## src/rtl/rcvc_pkg.sv

```systemverilog
`timescale 1ns / 1ps
// rcvc_pkg: shared types, constants and the color class rules of the vote classifier
// no dependencies; used by every module of the block

package rcvc_pkg;

    localparam int NUM_CLASSES = 7;
    localparam int LEVEL_W     = 12;
    localparam int SHARE_W     = 8;
    localparam int CLASS_W     = 3;
    localparam int COUNT_W     = 4;
    localparam int QUO_W       = 7;

    // class codes
    localparam logic [CLASS_W-1:0] CLS_NONE   = 3'd0;
    localparam logic [CLASS_W-1:0] CLS_WHITE  = 3'd1;
    localparam logic [CLASS_W-1:0] CLS_YELLOW = 3'd2;
    localparam logic [CLASS_W-1:0] CLS_PURPLE = 3'd3;
    localparam logic [CLASS_W-1:0] CLS_GREEN  = 3'd4;
    localparam logic [CLASS_W-1:0] CLS_BLUE   = 3'd5;
    localparam logic [CLASS_W-1:0] CLS_RED    = 3'd6;

    // configuration register indexes
    localparam logic [2:0] REG_VOTES      = 3'd0;
    localparam logic [2:0] REG_WHITE_LOW  = 3'd1;
    localparam logic [2:0] REG_NEAR_HIGH  = 3'd2;
    localparam logic [2:0] REG_YELLOW_LOW = 3'd3;
    localparam logic [2:0] REG_GAP_RED    = 3'd4;
    localparam logic [2:0] REG_GAP_GREEN  = 3'd5;

    // reset values of the registers
    localparam logic [COUNT_W-1:0] RST_VOTES      = 4'd6;
    localparam logic [7:0]         RST_WHITE_LOW  = 8'd10;
    localparam logic [7:0]         RST_NEAR_HIGH  = 8'd60;
    localparam logic [7:0]         RST_YELLOW_LOW = 8'd20;
    localparam logic [7:0]         RST_GAP_RED    = 8'd100;
    localparam logic [7:0]         RST_GAP_GREEN  = 8'd50;

    typedef struct packed {
        logic [COUNT_W-1:0] votes_per_decision;
        logic [7:0]         white_low_margin;
        logic [7:0]         near_high_margin;
        logic [7:0]         yellow_low_margin;
        logic [7:0]         yellow_blue_gap_red;
        logic [7:0]         yellow_blue_gap_green;
    } t_cfg;

    // one classified sample handed from front to back
    typedef struct packed {
        logic [CLASS_W-1:0] sample_class;
        logic [SHARE_W-1:0] blue_share;
        logic [SHARE_W-1:0] green_share;
        logic [SHARE_W-1:0] red_share;
    } t_entry;

    // margins are moved to the other side so all sums stay unsigned in 9 bits
    function automatic logic [CLASS_W-1:0] classify(
        input logic [SHARE_W-1:0] r,
        input logic [SHARE_W-1:0] g,
        input logic [SHARE_W-1:0] b,
        input t_cfg               cfg
    );
        logic [SHARE_W:0] r_wl;
        logic [SHARE_W:0] r_yl;
        logic [SHARE_W:0] g_nh;
        logic [SHARE_W:0] b_nh;
        logic [SHARE_W:0] b_gr;
        logic [SHARE_W:0] b_gg;
        logic [SHARE_W:0] r9;
        logic [SHARE_W:0] g9;
        logic             is_white;
        logic             is_yellow;
        logic [CLASS_W-1:0] cls;
        r9   = {1'b0, r};
        g9   = {1'b0, g};
        r_wl = r9 + {1'b0, cfg.white_low_margin};
        r_yl = r9 + {1'b0, cfg.yellow_low_margin};
        g_nh = g9 + {1'b0, cfg.near_high_margin};
        b_nh = {1'b0, b} + {1'b0, cfg.near_high_margin};
        b_gr = {1'b0, b} + {1'b0, cfg.yellow_blue_gap_red};
        b_gg = {1'b0, b} + {1'b0, cfg.yellow_blue_gap_green};
        is_white  = (r_wl > g9) && (r9 < g_nh) && (r_wl > {1'b0, b}) && (r9 < b_nh);
        is_yellow = (r_yl > g9) && (r9 < g_nh) && (b_gr < r9) && (b_gg < g9)
                    && (r > g) && (r > b);
        if (is_white) begin
            cls = CLS_WHITE;
        end else if (is_yellow) begin
            cls = CLS_YELLOW;
        end else if (r > b && b > g) begin
            cls = CLS_PURPLE;
        end else if (g > r && g > b) begin
            cls = CLS_GREEN;
        end else if (b > r && b > g) begin
            cls = CLS_BLUE;
        end else if (r > g && r > b) begin
            cls = CLS_RED;
        end else begin
            cls = CLS_NONE;
        end
        return cls;
    endfunction

endpackage

```

## src/rtl/rgb_color_vote_classifier_core.sv

```systemverilog
`timescale 1ns / 1ps
// rgb_color_vote_classifier_core: top level, configuration registers and the
// front / queue / back split; uses rcvc_pkg, rcvc_front, rcvc_queue, rcvc_back
//
// Usage:
// - slave stream takes one sample per transaction: ambient, red, green and blue
//   levels, each signed 12 bits; one result transaction comes out per sample
// - result: three shares scaled to 0..255, the sample class, and on tuser a flag
//   that the sample closed a voting window; decided class is then in tdata
// - configuration: write enable, register index and data; write only while idle
// - the front works on one sample at a time (accept, load, 7 divide steps, two
//   scaling steps, hand-off) and accepts a new sample only after it has handed
//   the current one to the queue; the hand-off waits while the queue is full
// - the back only limits the rate when the receiver stalls the output register
// - reset clears votes, window count and all valid flags and loads the default
//   register values
// - when the receiver stalls, the output register holds, the queue fills, and
//   then o_s_axis_tready stays low while the front waits to hand off its sample

module rgb_color_vote_classifier_core #(
    parameter int FIFO_DEPTH = 2
) (
    input  logic        i_clk,
    input  logic        i_rst_n,
    input  logic        i_s_axis_tvalid,
    output logic        o_s_axis_tready,
    // ambient_level, red_level, green_level, blue_level
    input  logic [47:0] i_s_axis_tdata,
    output logic        o_m_axis_tvalid,
    input  logic        i_m_axis_tready,
    // red_share, green_share, blue_share, sample_class, decided_class, zero pad
    output logic [31:0] o_m_axis_tdata,
    // decision_valid
    output logic        o_m_axis_tuser,
    input  logic        i_cfg_wr_en,
    input  logic [2:0]  i_cfg_index,
    input  logic [7:0]  i_cfg_data
);
    import rcvc_pkg::*;

    t_cfg   r_cfg;
    t_entry w_push_entry;
    t_entry w_pop_entry;
    logic   w_push;
    logic   w_pop;
    logic   w_full;
    logic   w_empty;

    always_ff @(posedge i_clk) begin
        if (!i_rst_n) begin
            r_cfg.votes_per_decision    <= RST_VOTES;
            r_cfg.white_low_margin      <= RST_WHITE_LOW;
            r_cfg.near_high_margin      <= RST_NEAR_HIGH;
            r_cfg.yellow_low_margin     <= RST_YELLOW_LOW;
            r_cfg.yellow_blue_gap_red   <= RST_GAP_RED;
            r_cfg.yellow_blue_gap_green <= RST_GAP_GREEN;
        end else if (i_cfg_wr_en) begin
            case (i_cfg_index)
                REG_VOTES:      r_cfg.votes_per_decision    <= i_cfg_data[COUNT_W-1:0];
                REG_WHITE_LOW:  r_cfg.white_low_margin      <= i_cfg_data;
                REG_NEAR_HIGH:  r_cfg.near_high_margin      <= i_cfg_data;
                REG_YELLOW_LOW: r_cfg.yellow_low_margin     <= i_cfg_data;
                REG_GAP_RED:    r_cfg.yellow_blue_gap_red   <= i_cfg_data;
                REG_GAP_GREEN:  r_cfg.yellow_blue_gap_green <= i_cfg_data;
                default: begin
                end
            endcase
        end
    end

    rcvc_front u_front (
        .i_clk   (i_clk),
        .i_rst_n (i_rst_n),
        .i_valid (i_s_axis_tvalid),
        .o_ready (o_s_axis_tready),
        .i_data  (i_s_axis_tdata),
        .i_cfg   (r_cfg),
        .o_push  (w_push),
        .o_entry (w_push_entry),
        .i_full  (w_full)
    );

    rcvc_queue #(
        .DEPTH (FIFO_DEPTH)
    ) u_queue (
        .i_clk   (i_clk),
        .i_rst_n (i_rst_n),
        .i_push  (w_push),
        .i_entry (w_push_entry),
        .o_full  (w_full),
        .i_pop   (w_pop),
        .o_entry (w_pop_entry),
        .o_empty (w_empty)
    );

    rcvc_back u_back (
        .i_clk   (i_clk),
        .i_rst_n (i_rst_n),
        .i_cfg   (r_cfg),
        .i_entry (w_pop_entry),
        .i_empty (w_empty),
        .o_pop   (w_pop),
        .o_valid (o_m_axis_tvalid),
        .i_ready (i_m_axis_tready),
        .o_data  (o_m_axis_tdata),
        .o_user  (o_m_axis_tuser)
    );

endmodule

```

## src/rtl/rcvc_front.sv

```systemverilog
`timescale 1ns / 1ps
// rcvc_front: takes one level set, removes ambient, divides out the three shares
// with a shared-step restoring divider per lane, scales and classifies; uses rcvc_pkg

module rcvc_front (
    input  logic                  i_clk,
    input  logic                  i_rst_n,
    input  logic                  i_valid,
    output logic                  o_ready,
    input  logic [47:0]           i_data,
    input  rcvc_pkg::t_cfg        i_cfg,
    output logic                  o_push,
    output rcvc_pkg::t_entry      o_entry,
    input  logic                  i_full
);
    import rcvc_pkg::*;

    typedef enum logic [5:0] {
        F_IDLE  = 6'b000001,
        F_LOAD  = 6'b000010,
        F_DIV   = 6'b000100,
        F_MAP   = 6'b001000,
        F_SCALE = 6'b010000,
        F_PUSH  = 6'b100000
    } t_fstate;

    localparam int TOT_W = LEVEL_W + 2;
    localparam int REM_W = TOT_W + QUO_W - 1;

    t_fstate r_state, n_state;

    logic [2:0][LEVEL_W-1:0] r_diff;
    logic [TOT_W-1:0]        r_total;
    logic [REM_W-1:0]        r_dvs;
    logic [2:0][REM_W-1:0]   r_rem;
    logic [2:0][QUO_W-1:0]   r_quo;
    logic [2:0][10:0]        r_x;
    logic [2:0][SHARE_W-1:0] r_share;
    logic [2:0]              r_step;

    logic signed [LEVEL_W:0] w_diff [3];
    logic [TOT_W-1:0]        w_sum;
    logic [QUO_W-1:0]        w_q [3];
    logic [21:0]             w_prod [3];

    assign o_ready = (r_state == F_IDLE);
    assign o_push  = (r_state == F_PUSH) && !i_full;

    always_comb begin
        for (int k = 0; k < 3; k++) begin
            w_diff[k] = $signed({i_data[LEVEL_W*(k+2)-1], i_data[LEVEL_W*(k+1) +: LEVEL_W]})
                      - $signed({i_data[LEVEL_W-1], i_data[LEVEL_W-1:0]});
            w_q[k]    = (r_total == '0) ? '0 : r_quo[k];
            w_prod[k] = 22'(r_x[k]) * 22'd1639;
        end
        w_sum = TOT_W'(r_diff[0]) + TOT_W'(r_diff[1]) + TOT_W'(r_diff[2]);
    end

    always_comb begin
        o_entry.red_share    = r_share[0];
        o_entry.green_share  = r_share[1];
        o_entry.blue_share   = r_share[2];
        o_entry.sample_class = classify(r_share[0], r_share[1], r_share[2], i_cfg);
    end

    always_comb begin
        n_state = r_state;
        case (r_state)
            F_IDLE:  if (i_valid) n_state = F_LOAD;
            F_LOAD:  n_state = F_DIV;
            F_DIV:   if (r_step == '0) n_state = F_MAP;
            F_MAP:   n_state = F_SCALE;
            F_SCALE: n_state = F_PUSH;
            F_PUSH:  if (!i_full) n_state = F_IDLE;
            default: n_state = F_IDLE;
        endcase
    end

    always_ff @(posedge i_clk) begin
        if (!i_rst_n) begin
            r_state <= F_IDLE;
        end else begin
            r_state <= n_state;
        end
    end

    always_ff @(posedge i_clk) begin
        case (r_state)
            F_IDLE: begin
                for (int k = 0; k < 3; k++) begin
                    r_diff[k] <= w_diff[k][LEVEL_W] ? '0 : w_diff[k][LEVEL_W-1:0];
                end
            end
            F_LOAD: begin
                r_total <= w_sum;
                r_dvs   <= REM_W'(w_sum) << (QUO_W - 1);
                r_step  <= 3'(QUO_W - 1);
                for (int k = 0; k < 3; k++) begin
                    r_rem[k] <= REM_W'(r_diff[k]) * REM_W'(100);
                    r_quo[k] <= '0;
                end
            end
            F_DIV: begin
                // one restoring step per lane, divisor walks down one bit a cycle
                for (int k = 0; k < 3; k++) begin
                    if (r_rem[k] >= r_dvs) begin
                        r_rem[k] <= r_rem[k] - r_dvs;
                        r_quo[k] <= {r_quo[k][QUO_W-2:0], 1'b1};
                    end else begin
                        r_quo[k] <= {r_quo[k][QUO_W-2:0], 1'b0};
                    end
                end
                r_dvs  <= r_dvs >> 1;
                r_step <= r_step - 3'd1;
            end
            F_MAP: begin
                // share*255/100 = (share*51/4)/5
                for (int k = 0; k < 3; k++) begin
                    r_x[k] <= 11'((13'(w_q[k]) * 13'd51) >> 2);
                end
            end
            F_SCALE: begin
                // divide by 5 as multiply by ceil(2^13/5), exact below 2730
                for (int k = 0; k < 3; k++) begin
                    r_share[k] <= w_prod[k][20:13];
                end
            end
            default: begin
            end
        endcase
    end

endmodule

```

## src/rtl/rcvc_queue.sv

```systemverilog
`timescale 1ns / 1ps
// rcvc_queue: small first-in first-out queue of classified samples between front and back
// uses rcvc_pkg for the entry type

module rcvc_queue #(
    parameter int DEPTH = 2
) (
    input  logic             i_clk,
    input  logic             i_rst_n,
    input  logic             i_push,
    input  rcvc_pkg::t_entry i_entry,
    output logic             o_full,
    input  logic             i_pop,
    output rcvc_pkg::t_entry o_entry,
    output logic             o_empty
);
    import rcvc_pkg::*;

    localparam int PW = (DEPTH > 1) ? $clog2(DEPTH) : 1;
    localparam int CW = $clog2(DEPTH + 1);

    t_entry        r_mem [DEPTH];
    logic [PW-1:0] r_wr_ptr;
    logic [PW-1:0] r_rd_ptr;
    logic [CW-1:0] r_count;

    assign o_full  = (r_count == CW'(DEPTH));
    assign o_empty = (r_count == '0);
    assign o_entry = r_mem[r_rd_ptr];

    always_ff @(posedge i_clk) begin
        if (i_push) begin
            r_mem[r_wr_ptr] <= i_entry;
        end
    end

    always_ff @(posedge i_clk) begin
        if (!i_rst_n) begin
            r_wr_ptr <= '0;
            r_rd_ptr <= '0;
            r_count  <= '0;
        end else begin
            if (i_push) begin
                r_wr_ptr <= (r_wr_ptr == PW'(DEPTH - 1)) ? '0 : r_wr_ptr + PW'(1);
            end
            if (i_pop) begin
                r_rd_ptr <= (r_rd_ptr == PW'(DEPTH - 1)) ? '0 : r_rd_ptr + PW'(1);
            end
            if (i_push && !i_pop) begin
                r_count <= r_count + CW'(1);
            end else if (i_pop && !i_push) begin
                r_count <= r_count - CW'(1);
            end
        end
    end

endmodule

```

## src/rtl/rcvc_back.sv

```systemverilog
`timescale 1ns / 1ps
// rcvc_back: takes classified samples from the queue, counts votes, picks the window
// winner and drives the output register; uses rcvc_pkg

module rcvc_back (
    input  logic             i_clk,
    input  logic             i_rst_n,
    input  rcvc_pkg::t_cfg   i_cfg,
    input  rcvc_pkg::t_entry i_entry,
    input  logic             i_empty,
    output logic             o_pop,
    output logic             o_valid,
    input  logic             i_ready,
    output logic [31:0]      o_data,
    output logic             o_user
);
    import rcvc_pkg::*;

    typedef enum logic [1:0] {
        B_IDLE   = 2'b01,
        B_DECIDE = 2'b10
    } t_bstate;

    t_bstate r_state, n_state;

    logic [COUNT_W-1:0] r_votes [NUM_CLASSES];
    logic [COUNT_W-1:0] r_samples;
    t_entry             r_cur;
    logic               r_valid;
    logic [31:0]        r_data;
    logic               r_user;

    logic [COUNT_W-1:0] w_limit;
    logic               w_done;
    logic [COUNT_W-1:0] w_best;
    logic [CLASS_W-1:0] w_winner;
    logic               w_load;

    assign o_pop   = (r_state == B_IDLE) && !i_empty;
    assign w_load  = (r_state == B_DECIDE) && (!r_valid || i_ready);
    assign o_valid = r_valid;
    assign o_data  = r_data;
    assign o_user  = r_user;

    always_comb begin
        w_limit = (i_cfg.votes_per_decision == '0) ? COUNT_W'(1) : i_cfg.votes_per_decision;
        w_done  = (r_samples >= w_limit);
        // first class with the highest count wins ties
        w_best   = r_votes[0];
        w_winner = CLS_NONE;
        for (int i = 1; i < NUM_CLASSES; i++) begin
            if (r_votes[i] > w_best) begin
                w_best   = r_votes[i];
                w_winner = CLASS_W'(i);
            end
        end
    end

    always_comb begin
        n_state = r_state;
        case (r_state)
            B_IDLE:   if (!i_empty) n_state = B_DECIDE;
            B_DECIDE: if (w_load) n_state = B_IDLE;
            default:  n_state = B_IDLE;
        endcase
    end

    always_ff @(posedge i_clk) begin
        if (!i_rst_n) begin
            r_state   <= B_IDLE;
            r_samples <= '0;
            r_valid   <= 1'b0;
            for (int i = 0; i < NUM_CLASSES; i++) begin
                r_votes[i] <= '0;
            end
        end else begin
            r_state <= n_state;
            if (o_pop) begin
                r_samples <= r_samples + COUNT_W'(1);
                for (int i = 0; i < NUM_CLASSES; i++) begin
                    if (i_entry.sample_class == CLASS_W'(i)) begin
                        r_votes[i] <= r_votes[i] + COUNT_W'(1);
                    end
                end
            end
            if (w_load && w_done) begin
                r_samples <= '0;
                for (int i = 0; i < NUM_CLASSES; i++) begin
                    r_votes[i] <= '0;
                end
            end
            if (w_load) begin
                r_valid <= 1'b1;
            end else if (i_ready) begin
                r_valid <= 1'b0;
            end
        end
    end

    always_ff @(posedge i_clk) begin
        if (o_pop) begin
            r_cur <= i_entry;
        end
        if (w_load) begin
            r_data <= {2'b00, (w_done ? w_winner : CLS_NONE), r_cur.sample_class,
                       r_cur.blue_share, r_cur.green_share, r_cur.red_share};
            r_user <= w_done;
        end
    end

endmodule
```

## config.mk

```make
export PLATFORM = sky130hd
export DESIGN_NAME = rgb_color_vote_classifier_core
export DESIGN_NICKNAME = d
export VERILOG_FILES = /design/src/rtl/rcvc_pkg.sv /design/src/rtl/rgb_color_vote_classifier_core.sv /design/src/rtl/rcvc_front.sv /design/src/rtl/rcvc_queue.sv /design/src/rtl/rcvc_back.sv
export SDC_FILE = /design/constraint.sdc
export NUM_CORES = 2
export LEC_CHECK = 0
export BUFFER_PORTS_ARGS = -buffer_cell sky130_fd_sc_hd__buf_2
export CELL_PAD_IN_SITES_DETAIL_PLACEMENT = 1
export CELL_PAD_IN_SITES_GLOBAL_PLACEMENT = 1
export CORE_MARGIN = 10
export CORE_UTILIZATION = 41
export CTS_BUF_LIST = sky130_fd_sc_hd__clkbuf_16
export CTS_CLUSTER_DIAMETER = 60
export DETAILED_ROUTE_END_ITERATION = 10
export PLACE_DENSITY = 0.74
export SLEW_MARGIN = 15
export SYNTH_ARGS = -nofsm -noshare
export SYNTH_HDL_FRONTEND = slang
export SYNTH_SLANG_ARGS = --single-unit
```

## constraint.sdc

```tcl
create_clock -name i_clk -period 15.1 [get_ports i_clk]
set_clock_uncertainty 0.15 [all_clocks]
set_input_delay 4.53 -clock i_clk [delete_from_list [all_inputs] [get_ports i_clk]]
set_output_delay 4.53 -clock i_clk [all_outputs]
set_load 0.05 [all_outputs]
```

## Word level (Yosys, flattened, before mapping)

Memory sizes are Yosys's and may differ from the RTL's. A register that Yosys moved wholly into a read port is not among the register bits.
Index checks and enable logic that the tools add are counted.

- Register bits after elaboration: 330
- Bits in writable memories: 82
- Bits of input ports: 64
- Output and inout port bits: 35
- Word-level logic and storage cells: 284
- Memories: 2

- Add/sub/neg operators: 27
- Multiply operators: 9
- $lt $le $gt $ge: 23
- Equal/unequal tests: 28
- Multiplexer cells: 94
- Bitwise gates (word level): 16
- Reductions and logical operators: 46

Memory list:

| name | words | bits a word | read ports | clocked after Yosys merged registers in | wr ports | RTL line | text |
|---|---|---|---|---|---|---|---|
| u_queue.r_mem | 2 | 27 | 1 | 1 | 1 | rcvc_queue.sv:22 | `t_entry r_mem [DEPTH];` |
| u_back.r_votes | 7 | 4 | 7 | 0 | 7 | rcvc_back.sv:26 | `logic [COUNT_W-1:0] r_votes [NUM_CLASSES];` |

Operator list:

| kind | number |
|---|---|
| 60-bit one-hot mux with 2 select lines | 1 |
| 4-bit 2-to-1 mux | 20 |
| 11-bit by 11-bit multiplier with 21-bit output (second input constant) | 3 |
| 20-bit greater-or-equal comparator | 3 |
| 20-bit 2-to-1 mux | 3 |
| 20-bit subtractor | 3 |
| 8-bit by 8-bit adder with 9-bit output | 6 |
| 12-bit by 5-bit multiplier with 17-bit output (second input constant) | 3 |
| 8-bit > comparator | 6 |
| 1-bit 2-to-1 mux | 44 |
| 21-bit one-hot mux with 2 select lines | 1 |
| 20-bit one-hot mux with 2 select lines | 1 |
| 7-bit by 6-bit multiplier with 13-bit output (second input constant) | 3 |
| 12-bit by 12-bit subtractor with 13-bit output | 3 |
| 6-bit one-hot mux with 6 select lines | 1 |
| 4-bit by 1-bit adder with 4-bit output (second input constant) | 8 |
| 9-bit by 8-bit > comparator with 1-bit output | 3 |
| 3-bit 2-to-1 mux | 9 |
| 4-bit > comparator | 6 |
| 7-bit 2-to-1 mux | 3 |
| 2-bit AND reduction | 10 |
| 1-bit logical AND | 18 |
| 8-bit by 9-bit < comparator with 1-bit output | 2 |
| 9-bit by 8-bit < comparator with 1-bit output | 2 |
| other kinds (35) | 81 |

## Longest topological paths before layout

An unclocked memory read counts as a cell.

- Word-level depth: 13
- Depth in mapped cells: 47

## By module

From an unflattened synthesis, not the netlist that was laid out.

- Cells, all modules: 3,519
- Area total of the unflattened synthesis: 36,234.8 um2

By module, submodules not included:

| module | times used | cells an instance | area each (um2) | seq. area each (um2) |
|---|---|---|---|---|
| rcvc_front | 1 | 2,877 | 27,815.4 | 6,456.2 |
| rcvc_back | 1 | 372 | 4,545.6 | 2,602.5 |
| rcvc_queue | 1 | 106 | 2,164.6 | 1,721.7 |
| rgb_color_vote_classifier_core | 1 | 164 | 1,709.1 | 880.8 |

## Least setup slack after synthesis

No wires, ideal clock.

- Kind: register -> register
- Start: memory u_back.r_votes[1][2]
- End: register u_back.r_data[29] (netlist: u_back.o_data[29]) (data pin)
- Arrival time: 8.670 ns
- Data required time: 14.669 ns
- Slack: 5.999 ns
- Cell stages (with the launch flop): 41
- Clock period less this slack: 9.101 ns
- Cell sequence: edfxtp_1 > ha_1 > o21ai_1 > a21oi_4 > o21ai_1 > mux2i_1 > ha_1 > a21oi_1 > nor2_1 > a32o_1 > nor4bb_4 > mux2_4 > ha_1 > nor2b_1 > a2bb2oi_1 > a32o_1 > nor4_4 > mux2_2 > (+5 left out) > o2111a_1 > nor4_4 > mux2i_1 > ha_1 > nor2b_1 > o21ai_0 > nand2b_1 > a21oi_1 > a41o_1 > buf_1 > mux2_2 > ha_1 > nor2b_1 > o21ai_0 > nand2b_1 > a21oi_1 > a41o_1 > a31oi_1

RTL lines:

| element | RTL line | text |
|---|---|---|
| start, declared | rcvc_back.sv:26 |  |
| end signal, assigned | rcvc_back.sv:105 | `r_data <= {2'b00, (w_done ? w_winner : CLS_NONE), r_cur.sample_class,` |
| end, declared | rcvc_back.sv:30 | `logic [31:0] r_data;` |

==> results.sh <==
export IMPL_grt_total_usage_pct=17.8
export IMPL_clock_path_buffers=3
export IMPL_cts_made_buffers=57
export IMPL_die_x_microns=315
export IMPL_final_antenna_net_count=0
export IMPL_grt_max_degree=79
export IMPL_design_area_sq_mm=0.0395
export IMPL_grtUsageMet1_pct=22.3
export IMPL_cts_root_buf="clkbuf_16"
export IMPL_grt_busiest_layer="met2"
export IMPL_viasPerCell=5.25
export IMPL_met3_usage_pct=2.42
export IMPL_slew_violations=0
export IMPL_wl_per_cell_microns=18.5
export IMPL_relSlewSlack_pct=25.1
export IMPL_cpPeakStageDelay_ps=500
export IMPL_crit_arrival_ps=10270
export IMPL_fin_util_pct=45.6
export IMPL_synth_cells=3453
export IMPL_syn_area_sq_mm=0.0358
export IMPL_grt_use_met2_pct=31.9
export IMPL_clockPowerShare_pct=16.0
export IMPL_port_buffers=96
export IMPL_vias=25102
export IMPL_grt_pass1_vias=27233
export IMPL_hold_viol_final=0
export IMPL_die_area_sq_mm=0.0994
export IMPL_whs_ps=267
export IMPL_synth_edf_count=339
export IMPL_first_pass_iters=5
export IMPL_fill_cells=9658
export IMPL_dpl_worst_slack_ps=5000
export IMPL_placed_area_sq_mm=0.0376
export IMPL_io_pins=99
export IMPL_synth_largest_area_cell="edfxtp_1"
export IMPL_core_area_sq_mm=0.0866
export IMPL_drc=0
export IMPL_final_net_count=4473
export IMPL_outcome="finished clean"
export IMPL_seqPwrFrac_pct=24.2
export IMPL_worst_slew_pin_slew_ps=1120
export IMPL_path_class="reg -> reg"
export IMPL_swShare_pct=43.0
export IMPL_synthFlopType="edfxtp_1"
export IMPL_cpMaxStageDelayCell="nor4_4"
export IMPL_crit_family="compound AO/OA/AOI/OAI gates"
export IMPL_antenna_found_initial=1
export IMPL_stdcell_count=4780
export IMPL_fin_setup_tns_ps=0
export IMPL_syn_avg_cell_area_sq_um=10.4
export IMPL_yosys_cell_types_count=83
export IMPL_drt_iter0_drc=1070
export IMPL_fp_dieH_microns=315
export IMPL_clk_latency_ps=620
export IMPL_gp_congestion=0.826
export IMPL_p_per_area_mw_per_mm2=205
export IMPL_post_cts_buffers=0
export IMPL_pwr_share_comb_pct=59.8
export IMPL_fin_ws_ps=5010
export IMPL_place_inst=4671
export IMPL_critPathBufInv=1
export IMPL_overflow=0
export IMPL_ys_warn_count=0
export IMPL_htreeDepth=2
export IMPL_drt_total_wl_microns=88200
export IMPL_fmax_mhz=99.1
export IMPL_synth_most_common_cell="ha_1"
export IMPL_cts_sinks=413
export IMPL_power_mw=8.07
export IMPL_p_switching_mw=3.47
export IMPL_path_max_fanout=9
export IMPL_num_rows=108
export IMPL_synth_common_cells="678 x ha_1, 479 x inv_1, 339 x edfxtp_1"
export IMPL_ys_top_cells_by_area="edfxtp_1 28%, ha_1 24%, fa_1 8.7%, inv_1 5.0%, dfxtp_1 4.1%"
export IMPL_p_int_mw=4.60
export IMPL_cp_end_kind="register"
export IMPL_ctsHoldBuffers=0
export IMPL_p_leak_nw=18.3
export IMPL_async_flop_share_pct=0
export IMPL_cts_resized=0
export IMPL_r2r_slack_ps=5010
export IMPL_grt_first_pass_wirelength_microns=144000
export IMPL_rsz0062_at_grt="false"
export IMPL_cts_tree="built"
export IMPL_critPathMostFrequentCell="ha_1"
export IMPL_finalCritPeriodShare_pct=66.9
export IMPL_finalSetupViolations=0
export IMPL_path_clk_slew_ps=60
export IMPL_vdd_ir_drop_max_mv=0.235
export IMPL_cp_start_kind="register"
export IMPL_drive_gt1_share_pct=8.03
export IMPL_ys_seq_area_share_pct=32.6
export IMPL_required_ps=15270
export IMPL_start_util_pct=41.3
export IMPL_dp_hpwl_microns=69400
export IMPL_cap_violations=0
export IMPL_yosysTopAreaCellShare_pct=28.5
export IMPL_hold_path_class="reg -> reg"
export IMPL_ys_ff_latch=413
export IMPL_layout_min_cycle_time_ps=10090
export IMPL_synthToLayoutAreaGrowth_pct=10.4
==> state kept, by name, indices dropped and copies added (netlist names), 3 cells and up, named ones only <==
register,count
u_queue.r_mem,54
u_front.r_x,33
u_front.r_diff,36
u_front.r_rem,60
u_back.r_cur,27
u_back.r_samples,4
u_front.r_quo,21
u_front.r_dvs,20
r_cfg,44
u_back.r_votes,28
u_back.o_data,30
u_front.r_state,6
u_front.r_total,14
u_front.r_step,3
u_front.o_entry,24
==> cell usage in the layout (no fill, tap or decap), types with 12 or more instances in the layout <==
cell       count
clkbuf_16     57
nand2b_1      49
inv_1        487
a31oi_1       14
ha_1         678
xnor2_1      157
a21o_1        78
nor2b_1       50
a21boi_0      42
and2_1        45
xor2_1        79
mux2_2        42
edfxtp_1     339
or2_2         12
o21ai_0      128
buf_2         96
o21bai_1      29
buf_4         13
mux2i_1       15
nor3_1        46
o21a_1        41
fa_1         155
nor4_1        12
and3_1        13
dfxtp_1       74
o31ai_1       14
a21oi_1      176
nand4_1       23
nor2_1       194
nand2_1      206
nand3_1       58
or3_1         17
==> per-layer routing <==
metal	share of wire, %	wire length (microns)	up-vias
li1	-	-	12343
met1	45	39600	12323
met2	49	43500	312
met3	3.4	2980	122
met4	2.4	2120	2
met5	0.0091	8	-
==> area by class of cell <==
| class | count | area, sq um | area share (%) |
|---|---|---|---|
| multi-input combinational | 2514 | 22100 | 56.1 |
| antenna | 1 | 2.50 | 0.00634 |
| clock inverter | 50 | 397 | 1.01 |
| inverter | 480 | 1800 | 4.57 |
| clock buffer | 57 | 1430 | 3.61 |
| timing repair buffer | 110 | 589 | 1.49 |
| tap | 1155 | 1450 | 3.66 |
| sequential | 413 | 11700 | 29.5 |
==> power by group through the flow <==
stage | clock (mW) | combinational, mW | sequential, mW
after floorplan | 0 | 3.68 | 1.90
after global placement | 0 | 4.65 | 1.97
after detailed placement | 0 | 4.83 | 1.98
after CTS | 1.32 | 4.89 | 1.95
after global routing | 1.37 | 5.52 | 1.97
final | 1.29 | 4.83 | 1.95
==> path summary, 6_finish.rpt <==
kind | start | endpoint | depth (start not counted)
min | u_back.r_cur[1] | u_back.o_data[1] | 0
max reg2reg | u_back.r_votes[1][2] | u_back.o_data[29] | 39
max | u_back.r_votes[1][2] | u_back.o_data[29] | 39
min reg2reg | u_back.r_cur[1] | u_back.o_data[1] | 0
==> kinds of logic (layout without fill, tap and decap cells) <==
group / Yosys count / after routing / synth area share, %
other: 1 / 3 / 0.0105
flip-flops: 413 / 413 / 32.6
multiplexers: 59 / 59 / 1.83
XOR/XNOR: 236 / 236 / 5.78
buffers and inverters: 527 / 697 / 5.56
AO/OA/AOI/OAI: 620 / 620 / 11.2
AND/OR/NAND/NOR: 764 / 764 / 10.6
adder cells (fa/ha/maj): 833 / 833 / 32.4
(Power assumes the default switching activity.)
